**src/sv/dlefr_pkg.sv**
```systemverilog
// dlefr_pkg: constants, codes and widths shared by the frame receiver files
package dlefr_pkg;

    localparam int MAX_PAYLOAD = 16;
    localparam int CNT_W       = $clog2(MAX_PAYLOAD + 1);

    localparam logic [7:0] ESC_BYTE   = 8'h10;
    localparam logic [7:0] START_BYTE = 8'h01;
    localparam logic [7:0] END_BYTE   = 8'h03;

    localparam logic [7:0] TIMEOUT_RESET = 8'd250;
    localparam logic [7:0] TICK_MAX      = 8'd255;

    localparam logic KIND_BYTE = 1'b0;
    localparam logic KIND_TICK = 1'b1;

    localparam logic [1:0] PH_IDLE    = 2'd0;
    localparam logic [1:0] PH_PAYLOAD = 2'd1;
    localparam logic [1:0] PH_CHK_LO  = 2'd2;
    localparam logic [1:0] PH_CHK_HI  = 2'd3;

    localparam logic [1:0] EV_DATA   = 2'd0;
    localparam logic [1:0] EV_GOOD   = 2'd1;
    localparam logic [1:0] EV_BADSUM = 2'd2;
    localparam logic [1:0] EV_LONG   = 2'd3;

    typedef logic [CNT_W-1:0] count_t;

endpackage

```
**src/sv/dlefr_intf.sv**
```systemverilog
// dlefr_intf: valid/ready channel interfaces for line beats and result beats
interface dlefr_in_if;
    logic       valid;
    logic       ready;
    logic       kind;
    logic [7:0] rx_byte;

    modport source (output valid, output kind, output rx_byte, input ready);
    modport sink   (input valid, input kind, input rx_byte, output ready);
endinterface

interface dlefr_out_if;
    logic        valid;
    logic        ready;
    logic [1:0]  event_res;
    logic [7:0]  data_byte;
    logic [3:0]  byte_index;
    logic [4:0]  frame_length;
    logic [15:0] received_checksum;
    logic [15:0] computed_checksum;

    modport source (output valid, output event_res, output data_byte, output byte_index,
                    output frame_length, output received_checksum,
                    output computed_checksum, input ready);
    modport sink   (input valid, input event_res, input data_byte, input byte_index,
                    input frame_length, input received_checksum,
                    input computed_checksum, output ready);
endinterface

```
**src/sv/dle_frame_receiver.sv**
```systemverilog
// dle_frame_receiver: escape-stuffed frame deframer with checksum check and tick timeout
//
//  channel  dir  handshake          beat
//  rx       in   valid/ready        kind, rx_byte
//  res      out  valid/ready        event_res, data_byte, byte_index, frame_length,
//                                   received_checksum, computed_checksum
//  cfg      in   cfg_we             cfg_wdata = timeout_ticks
//
//  one beat per cycle while no stalled result holds rx; a result appears in the cycle after its beat is taken
//  the single result register sets the rate: rx.ready = !res.valid || res.ready
//  reset clears the frame state and loads a timeout of 250 ticks
//  a stalled result holds; rx takes new beats again as soon as it leaves
module dle_frame_receiver
    import dlefr_pkg::*;
(
    input  logic               clk,
    input  logic               rst_n,
    input  logic               cfg_we,
    input  logic [7:0]         cfg_wdata,
    dlefr_in_if.sink           rx,
    dlefr_out_if.source        res
);

    logic [7:0]  timeout_reg;
    logic [1:0]  phase_reg,     phase_next;
    logic        esc_reg,       esc_next;
    logic [15:0] sum_reg,       sum_next;
    count_t      count_reg,     count_next;
    logic        ovf_reg,       ovf_next;
    logic [7:0]  chk_low_reg,   chk_low_next;
    logic [7:0]  ticks_reg,     ticks_next;

    logic        out_valid_reg;
    logic [1:0]  ev_reg,        ev_next;
    logic [7:0]  data_reg,      data_next;
    logic [3:0]  index_reg,     index_next;
    logic [4:0]  len_reg,       len_next;
    logic [15:0] rsum_reg,      rsum_next;
    logic [15:0] csum_reg,      csum_next;

    logic        accept;
    logic        emit;
    logic        take_data;
    logic [7:0]  limit;
    logic [7:0]  ticks_inc;
    logic [15:0] rsum;
    logic        clear;

    assign rx.ready = !out_valid_reg || res.ready;
    assign accept   = rx.valid && rx.ready;

    assign limit     = (timeout_reg == 8'd0) ? 8'd1 : timeout_reg;
    assign ticks_inc = (ticks_reg == TICK_MAX) ? ticks_reg : ticks_reg + 8'd1;
    assign rsum      = {rx.rx_byte, chk_low_reg};

    always_comb
    begin
        phase_next   = phase_reg;
        esc_next     = esc_reg;
        sum_next     = sum_reg;
        count_next   = count_reg;
        ovf_next     = ovf_reg;
        chk_low_next = chk_low_reg;
        ticks_next   = ticks_reg;
        emit         = 1'b0;
        take_data    = 1'b0;
        clear        = 1'b0;
        ev_next      = EV_DATA;
        data_next    = 8'd0;
        index_next   = 4'd0;
        len_next     = 5'd0;
        rsum_next    = 16'd0;
        csum_next    = 16'd0;

        if (accept)
        begin
            if (rx.kind == KIND_TICK)
            begin
                ticks_next = ticks_inc;
                if (ticks_inc >= limit)
                begin
                    ticks_next = 8'd0;
                    phase_next = PH_IDLE;
                    esc_next   = 1'b0;
                    clear      = 1'b1;
                end
            end
            else
            begin
                ticks_next = 8'd0;
                if (esc_reg)
                begin
                    esc_next = 1'b0;
                    case (rx.rx_byte)
                        ESC_BYTE:
                        begin
                            take_data = 1'b1;
                        end
                        START_BYTE:
                        begin
                            clear      = 1'b1;
                            phase_next = PH_PAYLOAD;
                        end
                        END_BYTE:
                        begin
                            if (phase_reg == PH_PAYLOAD)
                            begin
                                phase_next = PH_CHK_LO;
                            end
                        end
                        default:
                        begin
                            // unknown escape pair is dropped
                        end
                    endcase
                end
                else if (rx.rx_byte == ESC_BYTE)
                begin
                    esc_next = 1'b1;
                end
                else
                begin
                    take_data = 1'b1;
                end
            end
        end

        if (clear)
        begin
            sum_next     = 16'd0;
            count_next   = '0;
            ovf_next     = 1'b0;
            chk_low_next = 8'd0;
        end

        if (take_data)
        begin
            case (phase_reg)
                PH_PAYLOAD:
                begin
                    if (count_reg < count_t'(MAX_PAYLOAD))
                    begin
                        emit       = 1'b1;
                        ev_next    = EV_DATA;
                        data_next  = rx.rx_byte;
                        index_next = 4'(count_reg);
                        sum_next   = sum_reg + {8'd0, rx.rx_byte};
                        count_next = count_reg + count_t'(1);
                    end
                    else
                    begin
                        ovf_next = 1'b1;
                    end
                end
                PH_CHK_LO:
                begin
                    chk_low_next = rx.rx_byte;
                    phase_next   = PH_CHK_HI;
                end
                PH_CHK_HI:
                begin
                    emit       = 1'b1;
                    len_next   = 5'(count_reg);
                    rsum_next  = rsum;
                    csum_next  = sum_reg;
                    phase_next = PH_IDLE;
                    if (ovf_reg)
                    begin
                        ev_next = EV_LONG;
                    end
                    else if (rsum == sum_reg)
                    begin
                        ev_next = EV_GOOD;
                    end
                    else
                    begin
                        ev_next = EV_BADSUM;
                    end
                end
                default:
                begin
                    // plain bytes outside a frame are ignored
                end
            endcase
        end
    end

    always_ff @(posedge clk or negedge rst_n)
    begin
        if (!rst_n)
        begin
            timeout_reg   <= TIMEOUT_RESET;
            phase_reg     <= PH_IDLE;
            esc_reg       <= 1'b0;
            sum_reg       <= 16'd0;
            count_reg     <= '0;
            ovf_reg       <= 1'b0;
            chk_low_reg   <= 8'd0;
            ticks_reg     <= 8'd0;
            out_valid_reg <= 1'b0;
        end
        else
        begin
            if (cfg_we)
            begin
                timeout_reg <= cfg_wdata;
            end
            phase_reg   <= phase_next;
            esc_reg     <= esc_next;
            sum_reg     <= sum_next;
            count_reg   <= count_next;
            ovf_reg     <= ovf_next;
            chk_low_reg <= chk_low_next;
            ticks_reg   <= ticks_next;
            if (emit)
            begin
                out_valid_reg <= 1'b1;
            end
            else if (res.ready)
            begin
                out_valid_reg <= 1'b0;
            end
        end
    end

    always_ff @(posedge clk)
    begin
        if (emit)
        begin
            ev_reg    <= ev_next;
            data_reg  <= data_next;
            index_reg <= index_next;
            len_reg   <= len_next;
            rsum_reg  <= rsum_next;
            csum_reg  <= csum_next;
        end
    end

    assign res.valid             = out_valid_reg;
    assign res.event_res         = ev_reg;
    assign res.data_byte         = data_reg;
    assign res.byte_index        = index_reg;
    assign res.frame_length      = len_reg;
    assign res.received_checksum = rsum_reg;
    assign res.computed_checksum = csum_reg;

    // a good frame carries matching checksums
    a_good_match: assert property (@(posedge clk) disable iff (!rst_n)
        (res.valid && res.event_res == EV_GOOD) |->
            (res.received_checksum == res.computed_checksum))
        else $error("good frame with mismatched checksums");

    // payload beats carry no frame summary
    a_data_clean: assert property (@(posedge clk) disable iff (!rst_n)
        (res.valid && res.event_res == EV_DATA) |->
            (res.frame_length == 5'd0 && res.received_checksum == 16'd0
             && res.computed_checksum == 16'd0))
        else $error("payload beat with frame summary fields");

    // input stalls only behind a waiting result
    a_stall_cause: assert property (@(posedge clk) disable iff (!rst_n)
        !rx.ready |-> res.valid)
        else $error("rx stalled with no pending result");

    // a tick never produces a result
    a_tick_silent: assert property (@(posedge clk) disable iff (!rst_n)
        (accept && rx.kind == KIND_TICK) |=>
            (!out_valid_reg || $past(out_valid_reg && !res.ready)))
        else $error("tick produced a result");

    // kept payload never exceeds the buffer
    a_count_bound: assert property (@(posedge clk) disable iff (!rst_n)
        count_reg <= count_t'(MAX_PAYLOAD))
        else $error("payload count beyond buffer size");

endmodule

```
**src/flat_wrapper.sv**
```systemverilog
// flat-port wrapper written by rule: the top's interface ports become plain ports
module dle_frame_receiver_flat import dlefr_pkg::*;
  (clk, rst_n, cfg_we, cfg_wdata, rx_valid, rx_kind, rx_rx_byte, rx_ready, res_valid, res_event_res, res_data_byte, res_byte_index, res_frame_length, res_received_checksum, res_computed_checksum, res_ready);
  dlefr_in_if rx_i ();
  dlefr_out_if res_i ();
  input  logic clk;
  input  logic rst_n;
  input  logic cfg_we;
  input  logic [7:0] cfg_wdata;
  input wire logic [$bits(rx_i.valid)-1:0] rx_valid;
  input wire logic [$bits(rx_i.kind)-1:0] rx_kind;
  input wire logic [$bits(rx_i.rx_byte)-1:0] rx_rx_byte;
  output wire logic [$bits(rx_i.ready)-1:0] rx_ready;
  output wire logic [$bits(res_i.valid)-1:0] res_valid;
  output wire logic [$bits(res_i.event_res)-1:0] res_event_res;
  output wire logic [$bits(res_i.data_byte)-1:0] res_data_byte;
  output wire logic [$bits(res_i.byte_index)-1:0] res_byte_index;
  output wire logic [$bits(res_i.frame_length)-1:0] res_frame_length;
  output wire logic [$bits(res_i.received_checksum)-1:0] res_received_checksum;
  output wire logic [$bits(res_i.computed_checksum)-1:0] res_computed_checksum;
  input wire logic [$bits(res_i.ready)-1:0] res_ready;
  assign rx_i.valid = rx_valid;
  assign rx_i.kind = rx_kind;
  assign rx_i.rx_byte = rx_rx_byte;
  assign rx_ready = rx_i.ready;
  assign res_valid = res_i.valid;
  assign res_event_res = res_i.event_res;
  assign res_data_byte = res_i.data_byte;
  assign res_byte_index = res_i.byte_index;
  assign res_frame_length = res_i.frame_length;
  assign res_received_checksum = res_i.received_checksum;
  assign res_computed_checksum = res_i.computed_checksum;
  assign res_i.ready = res_ready;
  dle_frame_receiver u_core (.clk(clk), .rst_n(rst_n), .cfg_we(cfg_we), .cfg_wdata(cfg_wdata), .rx(rx_i), .res(res_i));
endmodule
```
**config.mk**
```make
export PLATFORM = sky130hd
export DESIGN_NAME = dle_frame_receiver_flat
export DESIGN_NICKNAME = d
export VERILOG_FILES = /design/src/sv/dlefr_pkg.sv /design/src/sv/dlefr_intf.sv /design/src/sv/dle_frame_receiver.sv /design/src/flat_wrapper.sv
export SDC_FILE = /design/constraint.sdc
export NUM_CORES = 1
export LEC_CHECK = 0
export BUFFER_PORTS_ARGS = -buffer_cell sky130_fd_sc_hd__buf_2
export CAP_MARGIN = 40
export CELL_PAD_IN_SITES_DETAIL_PLACEMENT = 0
export CELL_PAD_IN_SITES_GLOBAL_PLACEMENT = 1
export CORE_ASPECT_RATIO = 1.2
export CORE_MARGIN = 4
export CORE_UTILIZATION = 49
export DETAILED_ROUTE_END_ITERATION = 10
export PLACE_DENSITY_LB_ADDON = 0.15
export SLEW_MARGIN = 20
export SYNTH_ARGS = -nofsm -noshare
export SYNTH_HDL_FRONTEND = slang
export SYNTH_SLANG_ARGS = --single-unit
```
**constraint.sdc**
```tcl
create_clock -name clk -period 11.3 [get_ports clk]
set_input_delay 1.13 -clock clk [delete_from_list [all_inputs] [get_ports clk]]
set_output_delay 1.13 -clock clk [all_outputs]
set_load 0.005 [all_outputs]
```
## After elaboration in Yosys (flattened, before gate mapping)

Index checks and enable logic that the tools add are counted.

| word-level totals | value |
|---|---|
| register bits after elaboration | 101 |
| input port bits | 22 |
| output and inout bits | 53 |

| cells by class | value |
|---|---|
| add/sub/neg operators | 3 |
| magnitude comparators | 2 |
| equal/unequal tests | 9 |
| mux-type cells | 47 |
| reductions and logical operators | 8 |

Operators by type and width:

| operator | count |
|---|---|
| two-way mux 16 bit | 4 |
| two-way mux 8 bit | 7 |
| two-way mux 1 bit | 21 |
| two-way mux 5 bit | 4 |
| adder 16 x 8 -> 16 bit | 1 |
| == test 16 bit | 1 |
| two-way mux 2 bit | 8 |
| adder 8 x 1 -> 8 bit (second input constant) | 1 |
| == test 8 x 1 -> 1 bit (second input constant) | 1 |
| == test 8 x 2 -> 1 bit (second input constant) | 1 |
| == test 8 x 5 -> 1 bit (second input constant) | 1 |
| == test 8 bit (second input constant) | 1 |
| greater-or-equal comparator 8 bit | 1 |
| zero test 8 bit | 1 |
| case mux 2 bit (2 select lines) | 2 |
| adder 5 x 1 -> 5 bit (second input constant) | 1 |
| < comparator 5 bit (second input constant) | 1 |
| == test 2 bit (second input constant) | 2 |
| AND reduction 2 bit | 2 |
| AND reduction 3 bit | 1 |
| == test 2 x 1 -> 1 bit (second input constant) | 1 |
| != test 2 x 1 -> 1 bit (second input constant) | 1 |
| case mux 1 bit (2 select lines) | 1 |
| nonzero test 2 bit | 1 |
| 3 further kinds | 3 |

## Depth between registers and ports, before layout

Gate-level depths: netlist (run 1).

| logic depth | value |
|---|---|
| depth after elaboration | 10 |
| mapped depth | 12 |
| mapped depth without buffers | 10 |

## Least setup slack after synthesis (run 1)

No wires, ideal clock.

| timing path | value |
|---|---|
| path type | input-to-reg |
| start point | input port rx_rx_byte[3] |
| end point | register u_core.index_reg[0] (netlist: u_core.res.byte_index[0]) (enable) |
| library setup time | 0.460 ns |
| arrival | 4.633 ns |
| slack | 6.207 ns |
| cell stages on the path | 6 |
| cells stage by stage | or4_4 nor4_1 ha_1 and3b_1 nand3_1 nor2_1 |

| between the ends | value |
|---|---|
| word-level cells in the longest chain between the ends | 6 |
| elaborated cells between the ends (all ways) | 7 |

Ends and longest elaborated chain:

| what | line | RTL |
|---|---|---|
| start, declared | flat_wrapper.sv:12 | `input wire logic [$bits(rx_i.rx_byte)-1:0] rx_rx_byte;` |
| == test 8 x 5 -> 1 bit (*) | dle_frame_receiver.sv:94, dle_frame_receiver.sv:117 |  |
| two-way mux 1 bit, on equally long branches | dle_frame_receiver.sv:117, dle_frame_receiver.sv:94 |  |
| two-way mux 1 bit (*) | dle_frame_receiver.sv:91 | `if (esc_reg)` |
| two-way mux 1 bit (*) | dle_frame_receiver.sv:77 | `if (rx.kind == KIND_TICK)` |
| two-way mux 1 bit (*) | dle_frame_receiver.sv:75 | `if (accept)` |
| two-way mux 1 bit (*) | dle_frame_receiver.sv:136 | `if (take_data)` |
| via u_core.emit | dle_frame_receiver.sv:42 | `logic emit;` |
| end signal, assigned | dle_frame_receiver.sv:232 | `index_reg <= index_next;` |
| end, declared | dle_frame_receiver.sv:36 | `logic [3:0] index_reg, index_next;` |

Mark *: on every way through the listed nets, which the timed path passes. The rest lies on a longest branch.
A chain may end at the register's enable or synchronous reset.

## Worst setup path after layout (run 1)

| timing path | value |
|---|---|
| start point | input port rx_rx_byte[3] |
| end point | register u_core.sum_reg[10] |

| between the ends | value |
|---|---|
| word-level cells in the longest chain between the ends | 9 |
| elaborated cells between the ends (all ways) | 16 |

Ends and longest elaborated chain:

| what | line | RTL |
|---|---|---|
| == test 8 x 1 -> 1 bit | dle_frame_receiver.sv:94 | `case (rx.rx_byte)` |
| two-way mux 1 bit | dle_frame_receiver.sv:94 |  |
| two-way mux 1 bit | dle_frame_receiver.sv:91 |  |
| two-way mux 1 bit | dle_frame_receiver.sv:77 |  |
| two-way mux 1 bit | dle_frame_receiver.sv:75 |  |
| two-way mux 16 bit | dle_frame_receiver.sv:128 | `if (clear)` |
| two-way mux 16 bit | dle_frame_receiver.sv:141 | `if (count_reg < count_t'(MAX_PAYLOAD))` |
| two-way mux 16 bit | dle_frame_receiver.sv:138 | `case (phase_reg)` |
| two-way mux 16 bit (*) | dle_frame_receiver.sv:136 |  |
| via u_core.sum_next[10] | dle_frame_receiver.sv:27 | `logic [15:0] sum_reg, sum_next;` |
| end signal, assigned | dle_frame_receiver.sv:210 | `sum_reg <= sum_next;` |
| end, declared | dle_frame_receiver.sv:27 |  |

Marked as above.

==> run metrics, run 1 <==
PortBufs 74; pin count of the biggest net entering global routing 52; die area 12200 um^2; most frequent CP cell a31oi_1; worst slew pin tran 0.671 ns; vias in the first global route 3696; Crit. Startpoint rx_rx_byte[3]; Post-synth EDFFs 51; H-tree level count 3; cell chain of the critical path buf_2 -> or4_4 -> nor4_1 -> ha_1 -> and3b_1 -> nand4_1 -> buf_6 -> a211oi_1 -> a31oi_1 -> a31oi_1; power per cell area 157 nW/um^2; cts bufs inserted 9; sequential power share 0.469; CP Data Arrival Time 4.10 ns; Cell Rows 40; Final Cycle Share 0.340; Critical Path Stages 10; Worst setup SP type input pin; Hold Buf Count CTS 0; internal power 0.660 mW; initial core utilization 0.506; maximum buffer depth of the clock tree 2; Nets 584; Setup Crit Path Kind in2reg; status complete, no violations; worst path bufs/invs 2; switching share of power 0.290; initial antenna violation count 0; CTS tree done; synth warn 0; Setup TNS 0 ns; Post-CTS Setup Inserts 0; core area 10200 um^2; hold-critical path depth 1; wire length of the first global-routing pass 18800 um; max-slew violation count 0; routability congestion estimate 0.879; commonest non-fill, non-tap cell in the layout buf_2; Worst Hold Class reg2reg; Peak VDD IR 0.000102 V; final worst setup slack 7.46 ns; Vias per Instance 5.63; I/O pin cnt 75; Post-Route WL 11500 um; Clock Sinks 101; Max-Cap Viols 0; delay-heaviest family, CP simple AND/OR/NAND/NOR gates; highest clock rate 261 MHz; initial drt markers 132; register clock-pin slew on the reported worst setup and hold paths 0.07 ns; crit path max fanout 13; Synth cell types 61; ANT cells 0; Design Power 0.930 mW; most frequent cells in the layout buf_2, nand2_1, edfxtp_1; worst endpoint required time 11.57 ns; dpl ws 7.11 ns; Worst slew margin 0.548; final setup vio count 0; reg2reg start u_core.ticks_reg[5]; vias 3788; share of layout cells above drive strength 1 0.218; sequential element share of the synthesized area 0.543; FFs w/ async S/R, synth 0.495; synthesized area 5140 um^2; Main synth FF type edfxtp_1; Yosys reg bits 101; WHS 0.518 ns; Syn Inst Count 471; syn_nets 513; Worst Reg-to-Reg Cells 10; CP max stage cell or4_4; P_leak 2.65 nW; count of final hold-check violations 0; drc violations 0; post-route ant nets 0; Avg WL per Cell 17.1 um; unrepaired setup endpoints after global routing false; Combinational Power Share 0.189; dpl hpwl 8340 um; die height 120 um; Resize count post-CTS 0; Worst-Skew Late Latency 0.35 ns; GRT Total Usage 0.200; worst hold start u_core.timeout_reg[0]; synthesized area per cell 10.9 um^2; power share of the clock group 0.342; critical path endpoint category register; total congestion overflow 0; root buffer cell clkbuf_16; slowest cell delay on critical path 0.58 ns; Net Switching 0.270 mW; minimum clock period 3.84 ns; Chip Width 102 um; Layout area overhead 15.6%; clk_skew 0.00749 ns; drt first pass iters 4
## stage by stage
step	cell area [um^2]	utilization	cells
floorplan	5140	-	471
global placement	5610	0.552	655
detailed placement	5640	0.555	657
CTS	5940	0.585	673
global route	5940	0.585	673
finish	5940	0.585	673
## Yosys cell counts (5+ instances only)
master,count,area (um^2)
a31oi_1,8,50.1
nor3_1,10,50.1
and2_1,45,282
dfrtp_1,44,1100
o22ai_1,7,43.8
nand2_1,59,221
inv_1,21,78.8
nor2_1,16,60.1
nand3_1,9,45.0
ha_1,19,238
dfstp_2,6,158
or3_1,6,37.5
nand4_1,9,56.3
xnor2_1,19,166
a21oi_1,13,65.1
clkbuf_1,12,45.0
o21ai_0,25,125
xor2_1,6,52.6
edfxtp_1,51,1530
nor4_1,5,31.3
a21o_1,5,37.5
## cells by family (layout without fill, tap and decap cells)
group | after synthesis | after routing | synth area share
buffers and inverters | 41 | 117 | 0.0338
adder cells (fa/ha/maj) | 20 | 20 | 0.0501
AND/OR/NAND/NOR | 182 | 182 | 0.188
AO/OA/AOI/OAI | 97 | 97 | 0.133
XOR/XNOR | 25 | 25 | 0.0426
multiplexers | 5 | 5 | 0.0105
flip-flops | 101 | 101 | 0.543
## worst paths after layout
path                                    endpoint  slack (ns)
hold / removal             u_core.timeout_reg[0]        0.52
min in group asynchronous  u_core.timeout_reg[2]        0.89
setup / recovery              u_core.sum_reg[10]        7.46
max in group asynchronous    u_core.ticks_reg[2]        9.95
hold reg to reg            u_core.timeout_reg[0]        0.52
setup reg to reg              u_core.sum_reg[15]        7.83
## per-layer routing
layer	vias to the layer above	wire length [um]	GRT usage
met4	0	396	0.101
li1	1845	-	-
met5	-	0	0
met3	24	577	0.0312
met2	108	5700	0.329
met1	1811	4820	0.255
## power by group through the flow
stage	sequential, mW	clock, mW	combinational, mW
after floorplan	0.436	0	0.133
after global placement	0.442	0	0.173
after detailed placement	0.444	0	0.177
after CTS	0.436	0.325	0.178
after global routing	0.440	0.340	0.200
final	0.436	0.318	0.176
## worst reg2reg max path: cells and delay by family, from the launching register on
family / cells / cell delay [ns]
AO/OA/AOI/OAI: 5 / 1.68
flip-flops: 1 / 0.45
XOR/XNOR: 1 / 0.21
adder cells (fa/ha/maj): 1 / 0.27
AND/OR/NAND/NOR: 3 / 0.77
## cell type report
| class | instances | area (um^2) |
|---|---|---|
| flip-flops and latches | 101 | 2790 |
| well taps | 126 | 158 |
| multi-input cells | 329 | 2190 |
| clock buffers | 10 | 239 |
| fillers | 888 | 4220 |
| repair buffers | 80 | 423 |
| clock inverters | 6 | 68.8 |
| inverters | 21 | 78.8 |
Note: power is estimated with default switching activity, not from simulation.
==> inputs of run 2 (changes only) <==
- CORE_UTILIZATION: 49 -> 41
- clock period: 11.3 -> 3.2 ns (I/O delays scaled with it)
==> run 2 against run 1 <==
Compared with the run above:
- cell count rose by 6.7%
- worst hold slack got worse by 0.34 ns
- clock skew rose by 0.0036 ns
- power rose to 3.7 times the previous value
- first-iteration DRC count rose by 30%
- register-to-register slack got worse by 7.7 ns
- sequential share of layout area fell by 1.7 points
- critical path depth rose by 1
- combinational power rose to 3.7 times the previous value
- die area rose by 18%
- core utilization fell by 7.8 points
- wire length rose by 4.8%
- critical endpoint is now u_core.sum_reg[15]
==> run metrics, run 2 (synthesis gave the netlist of run 1 again) <==
status complete, no violations; Cell Rows 44 (+10%); Max-Cap Viols 0 (unchanged); power share of the clock group 0.365 (+0.023); WL met3 563 um (-2.4%); metal1 wirelength 5080 um (+5.2%); power per cell area 561 nW/um^2 (+260%); Worst setup SP type register; core area 12200 um^2 (+20%); vias 3785 (-0.079%); most frequent cells in the layout buf_2, nand2_1, edfxtp_1; Chip Width 110 um (+8.6%); H-tree level count 3 (unchanged); Avg WL per Cell 16.8 um (-1.7%); drc violations 0 (unchanged); initial core utilization 0.423 (-0.0835); Crit Reg-Reg Endpoint u_core.sum_reg[15]; ANT cells 0 (unchanged); Vias per Instance 5.27 (-6.3%); CP max stage cell dfrtp_1; final instance area 6160 um^2 (+3.7%); register clock-pin slew on the reported worst setup and hold paths 0.07 ns (about the same); Nets 594 (+1.7%); Design Power 3.46 mW (+270%); max-slew violation count 0 (unchanged); worst slew pin tran 0.669 ns (-0.00210 ns); Crit. Startpoint u_core.ticks_reg[4]; Setup Crit Path Kind reg2reg; Finished Layout Cells 718 (+6.7%); Clock Sinks 101 (unchanged); post-route ant nets 0 (unchanged); Worst slew margin 0.550 (+0.00142); Final Cycle Share 0.950; final setup vio count 0 (unchanged); sequential power share 0.445 (-0.024); commonest non-fill, non-tap cell in the layout buf_2; count of final hold-check violations 0 (unchanged); GRT Total Usage 0.176 (-0.0242); I/O pin cnt 75 (unchanged); Worst-Skew Late Latency 0.34 ns (about the same); wire length of the first global-routing pass 19400 um (+3.4%); share of layout cells above drive strength 1 0.233 (+0.0158); crit path max fanout 11 (-2); P_leak 2.74 nW (+3.2%); placed insts 701 (+6.7%); Peak VDD IR 0.000304 V (+200%); highest clock rate 329 MHz; area post-placement 5790 um^2 (+2.7%); minimum clock period 3.04 ns; die height 131 um (+8.7%); Worst Reg-to-Reg Cells 11 (+1); pin count of the biggest net entering global routing 49 (-5.8%); initial drt markers 171 (+30%); Combinational Power Share 0.190 (about the same); CP endpoint u_core.sum_reg[15]; Net Switching 0.968 mW (+260%); cts bufs inserted 9 (unchanged); FF-to-FF setup slack 0.16 ns (-7.67 ns); dpl hpwl 8740 um (+4.8%); top layer in use met4; worst endpoint required time 3.45 ns (-8.12 ns); internal power 2.49 mW (+280%); switching share of power 0.280 (-0.0104); critical path endpoint category register; CP Data Arrival Time 3.29 ns (-0.81 ns); Layout area overhead 19.9%; met2 wire len 6230 um (+9.4%); routability congestion estimate 0.845 (-3.9%); root buffer cell clkbuf_16; cell chain of the critical path and4_1 -> a31oi_2 -> and3_4 -> xor2_1 -> ha_1 -> and3_1 -> a221o_1 -> a41oi_4 -> o21ai_2 -> buf_4 -> o221ai_1; vias in the first global route 3715 (+0.51%); total congestion overflow 0 (unchanged); drt first pass iters 4 (unchanged); Post-CTS Setup Inserts 0 (unchanged); die area 14400 um^2 (+18%); fill count 1136 (+28%); clk_skew 0.0111 ns (+0.00362 ns); Worst Hold Class in2reg; maximum buffer depth of the clock tree 2 (unchanged); reg2reg start u_core.ticks_reg[4]; slowest cell delay on critical path 0.46 ns (-0.12 ns); initial antenna violation count 0 (unchanged); PortBufs 74 (unchanged); Post-Route WL 12100 um (+4.8%); CTS tree done
[run 2: cell count changes in the layout (fill, tap and decap cells not counted), moves of 2 or more]
cell	before	now
buf_4	4	11
bufinv_16	1	3
buf_6	2	0
buf_12	0	4
[run 2: stage by stage]
step	setup TNS, ns	utilization	hold slack, ns	setup WS, ns
detailed placement	0	0.476	0.327	0.157
floorplan	0	-	0.0244	0.233
finish	0	0.507	0.182	0.159
global placement	0	0.474	0.491	0.258
CTS	0	0.505	0.180	0.130
global route	-0.00898	0.507	0.191	-0.00827
[run 2: repair_timing]
item,CTS,global route
hold endpoints to repair,17,0
setup endpoints to repair,0,7
resized for setup,0,4
hold buffers,1,0
[run 2: power groups by stage]
stage,Sequential (mW),Combinational [mW],Clock (mW)
2_1_floorplan,1.54,0.471,0
3_3_place_gp,1.56,0.641,0
3_5_place_dp,1.57,0.653,0
4_1_cts,1.54,0.660,1.29
5_1_grt,1.55,0.741,1.34
6_report,1.54,0.656,1.26
[run 2: how the worst min path moves through the flow]
stage / from / endpoint / slack [ns] / cells past startpoint
2_1_floorplan: rst_n / u_core.chk_low_reg[0] / 0.02 / 0
3_3_place_gp: u_core.timeout_reg[0] / u_core.timeout_reg[0] / 0.49 / 1
3_5_place_dp: rst_n / u_core.timeout_reg[2] / 0.33 / 1
4_1_cts: cfg_wdata[7] / u_core.timeout_reg[7] / 0.18 / 3
5_1_grt: cfg_wdata[3] / u_core.timeout_reg[3] / 0.19 / 3
6_report: cfg_wdata[4] / u_core.timeout_reg[4] / 0.18 / 3
[run 2: final cells by class]
| cell class | count | area (um^2) | share of cell area |
|---|---|---|---|
| inverter | 21 | 78.8 | 0.0128 |
| multi-input combinational | 329 | 2200 | 0.358 |
| timing repair buffer | 90 | 543 | 0.0881 |
| clock buffer | 10 | 229 | 0.0371 |
| tap | 161 | 201 | 0.0327 |
| sequential | 101 | 2790 | 0.453 |
| clock inverter | 6 | 116 | 0.0189 |
[run 2: metal layers]
layer	track usage	vias up
li1	-	1864
met1	0.224	1825
met2	0.306	81
met3	0.0246	15
met4	0.0630	0
met5	0	-
[run 2: worst max-delay path, delay by kind of cell (launching register included)]
| family | cells | cell delay [ns] |
|---|---|---|
| and+or+nand+nor | 3 | 0.71 |
| AOI/OAI and AO/OA | 5 | 1.16 |
| DFF | 1 | 0.46 |
| buffers and inverters | 1 | 0.19 |
| xor gates and xnor gates | 1 | 0.18 |
| adders and majority gates | 1 | 0.25 |
==> inputs of run 3 (changes only) <==
- CORE_UTILIZATION: 41 -> 30
==> run 3 against run 2 <==
Compared with the run above:
- critical path depth increased by 1
- count of clock-buffer cells in the layout is 1 higher
- first-iteration DRC count increased by 11%
- sequential share of layout area is 0.21 points lower
- wire length grew 8.6%
- via count rose by 0.50%
- global-route usage down 3.4 points
- cell count up 8.4%
- die area increased by 34%
- largest power group unchanged
==> run metrics, run 3 (synthesis gave the netlist of run 1 again) <==
CP Data Arrival Time 3.35 ns (+0.06 ns); post-route ant nets 0 (unchanged); root buffer cell clkbuf_16; register clock-pin slew on the reported worst setup and hold paths 0.07 ns (about the same); drt first pass iters 4 (unchanged); I/O pin cnt 75 (unchanged); FF-to-FF setup slack 0.11 ns (-0.05 ns); P_leak 2.72 nW (-0.75%); routability congestion estimate 0.806 (-4.6%); crit path max fanout 15 (+4); worst slew pin tran 0.607 ns (-0.0619 ns); Worst slew margin 0.591 (+0.0411); Worst-Skew Late Latency 0.35 ns (about the same); maximum buffer depth of the clock tree 2 (unchanged); drc violations 0 (unchanged); cts bufs inserted 9 (unchanged); PortBufs 74 (unchanged); die area 19300 um^2 (+34%); initial antenna violation count 0 (unchanged); pin count of the biggest net entering global routing 48 (-2.0%); status complete, no violations; final instance area 6200 um^2 (+0.55%); final setup vio count 0 (unchanged); count of final hold-check violations 0 (unchanged); die height 151 um (+16%); H-tree level count 3 (unchanged); Clock Sinks 101 (unchanged); highest clock rate 324 MHz (-1.6%); wire length of the first global-routing pass 21000 um (+8.3%); Vias per Instance 4.89 (-7.2%); power per cell area 528 nW/um^2 (-5.9%); Avg WL per Cell 16.8 um (+0.26%); ANT cells 0 (unchanged); GRT Total Usage 0.142 (-0.0344); commonest non-fill, non-tap cell in the layout buf_2; Worst Hold Class in2reg; clk_skew 0.00816 ns (-0.00295 ns); initial drt markers 189 (+11%); critical path endpoint category register; Layout area overhead 20.5%; Post-Route WL 13100 um (+8.6%); area post-placement 5850 um^2 (+1.1%); CTS tree done; Peak VDD IR 0.000227 V (-25%); vias 3804 (+0.50%); Nets 599 (+0.84%); max-slew violation count 0 (unchanged); minimum clock period 3.09 ns (+0.0491 ns); final core utilization 0.368 (-0.139); core area 16900 um^2 (+39%); total congestion overflow 0 (unchanged); share of layout cells above drive strength 1 0.244 (+0.0104); Worst setup SP type register; dpl hpwl 9600 um (+9.9%); Setup Crit Path Kind reg2reg; worst endpoint required time 3.46 ns (about the same); vias in the first global route 3879 (+4.4%); most frequent cells in the layout buf_2, nand2_1, edfxtp_1; Final Cycle Share 0.966 (+0.0153); Chip Width 128 um (+16%); Max-Cap Viols 0 (unchanged); Cell Rows 52 (+18%); initial core utilization 0.305 (-0.117)
==> run 3: changes by cell type in the layout (fill, tap and decap cells not counted), moves of 2 or more <==
cell | previous run | this run
bufinv_16 | 3 | 0
dfrtp_2 | 0 | 2
dfrtp_1 | 44 | 42
buf_4 | 11 | 16
clkinv_2 | 0 | 2
==> run 3: through the flow <==
step	hold slack, ns	worst slack [ns]	TNS (ns)	instances	power [mW]
finish	0.182	0.110	0	778	3.27
global route	0.171	-0.0187	-0.0667	778	3.47
global placement	0.296	0.172	0	757	2.24
CTS	0.171	0.0937	0	774	3.31
detailed placement	0.306	0.127	0	757	2.24
floorplan	0.0244	0.233	0	471	2.01
==> run 3: final cells by class <==
class,instances,area [um^2]
Tap cell,216,270
Sequential cell,101,2790
Timing Repair Buffer,95,572
Fill cell,1710,10700
Multi-Input combinational cell,329,2210
Inverter,21,78.8
Clock buffer,11,243
Clock inverter,5,35.0
==> run 3: repair_timing <==
item | CTS | global route
endpoints found under the setup margin | 0 | 27
hold buffers | 1 | 0
endpoints found under the hold margin | 12 | 0
gates resized for setup | 0 | 7
buffers inserted | 0 | 4
==> run 3: worst paths after layout <==
| check | startpoint | endpoint | depth (start not counted) |
|---|---|---|---|
| min reg2reg | u_core.count_reg[3] | u_core.count_reg[3] | 1 |
| max in group asynchronous | rst_n | u_core.ticks_reg[3] | 3 |
| max reg2reg | u_core.ticks_reg[0] | u_core.sum_reg[7] | 12 |
| min in group asynchronous | rst_n | u_core.timeout_reg[0] | 2 |
| min | cfg_wdata[2] | u_core.timeout_reg[2] | 3 |
| max | u_core.ticks_reg[0] | u_core.sum_reg[7] | 12 |
==> run 3: report_power, final <==
| group | switching (mW) | internal (mW) |
|---|---|---|
| Clock | 0.498 | 0.553 |
| Combinational | 0.407 | 0.274 |
| Sequential | 0.0840 | 1.46 |
| Total | 0.988 | 2.28 |
==> run 3: metal layers <==
metal	track usage	wire (um)	share of wire
met5	0	0	0
met4	0.0697	473	0.036
met3	0.0303	576	0.044
met2	0.235	6420	0.49
met1	0.175	5620	0.43
==> run 3: worst max-delay path, cell delays in order (launching register included) <==
cell and delay [ns]:
dfrtp_1 0.42, ha_1 0.27, and2_1 0.22, a41oi_1 0.26, nor2_1 0.11, ha_1 0.32
and3_1 0.20, a221o_1 0.39, a41oi_4 0.25, buf_6 0.17, nor2_4 0.06, buf_12 0.16
o211ai_1 0.17
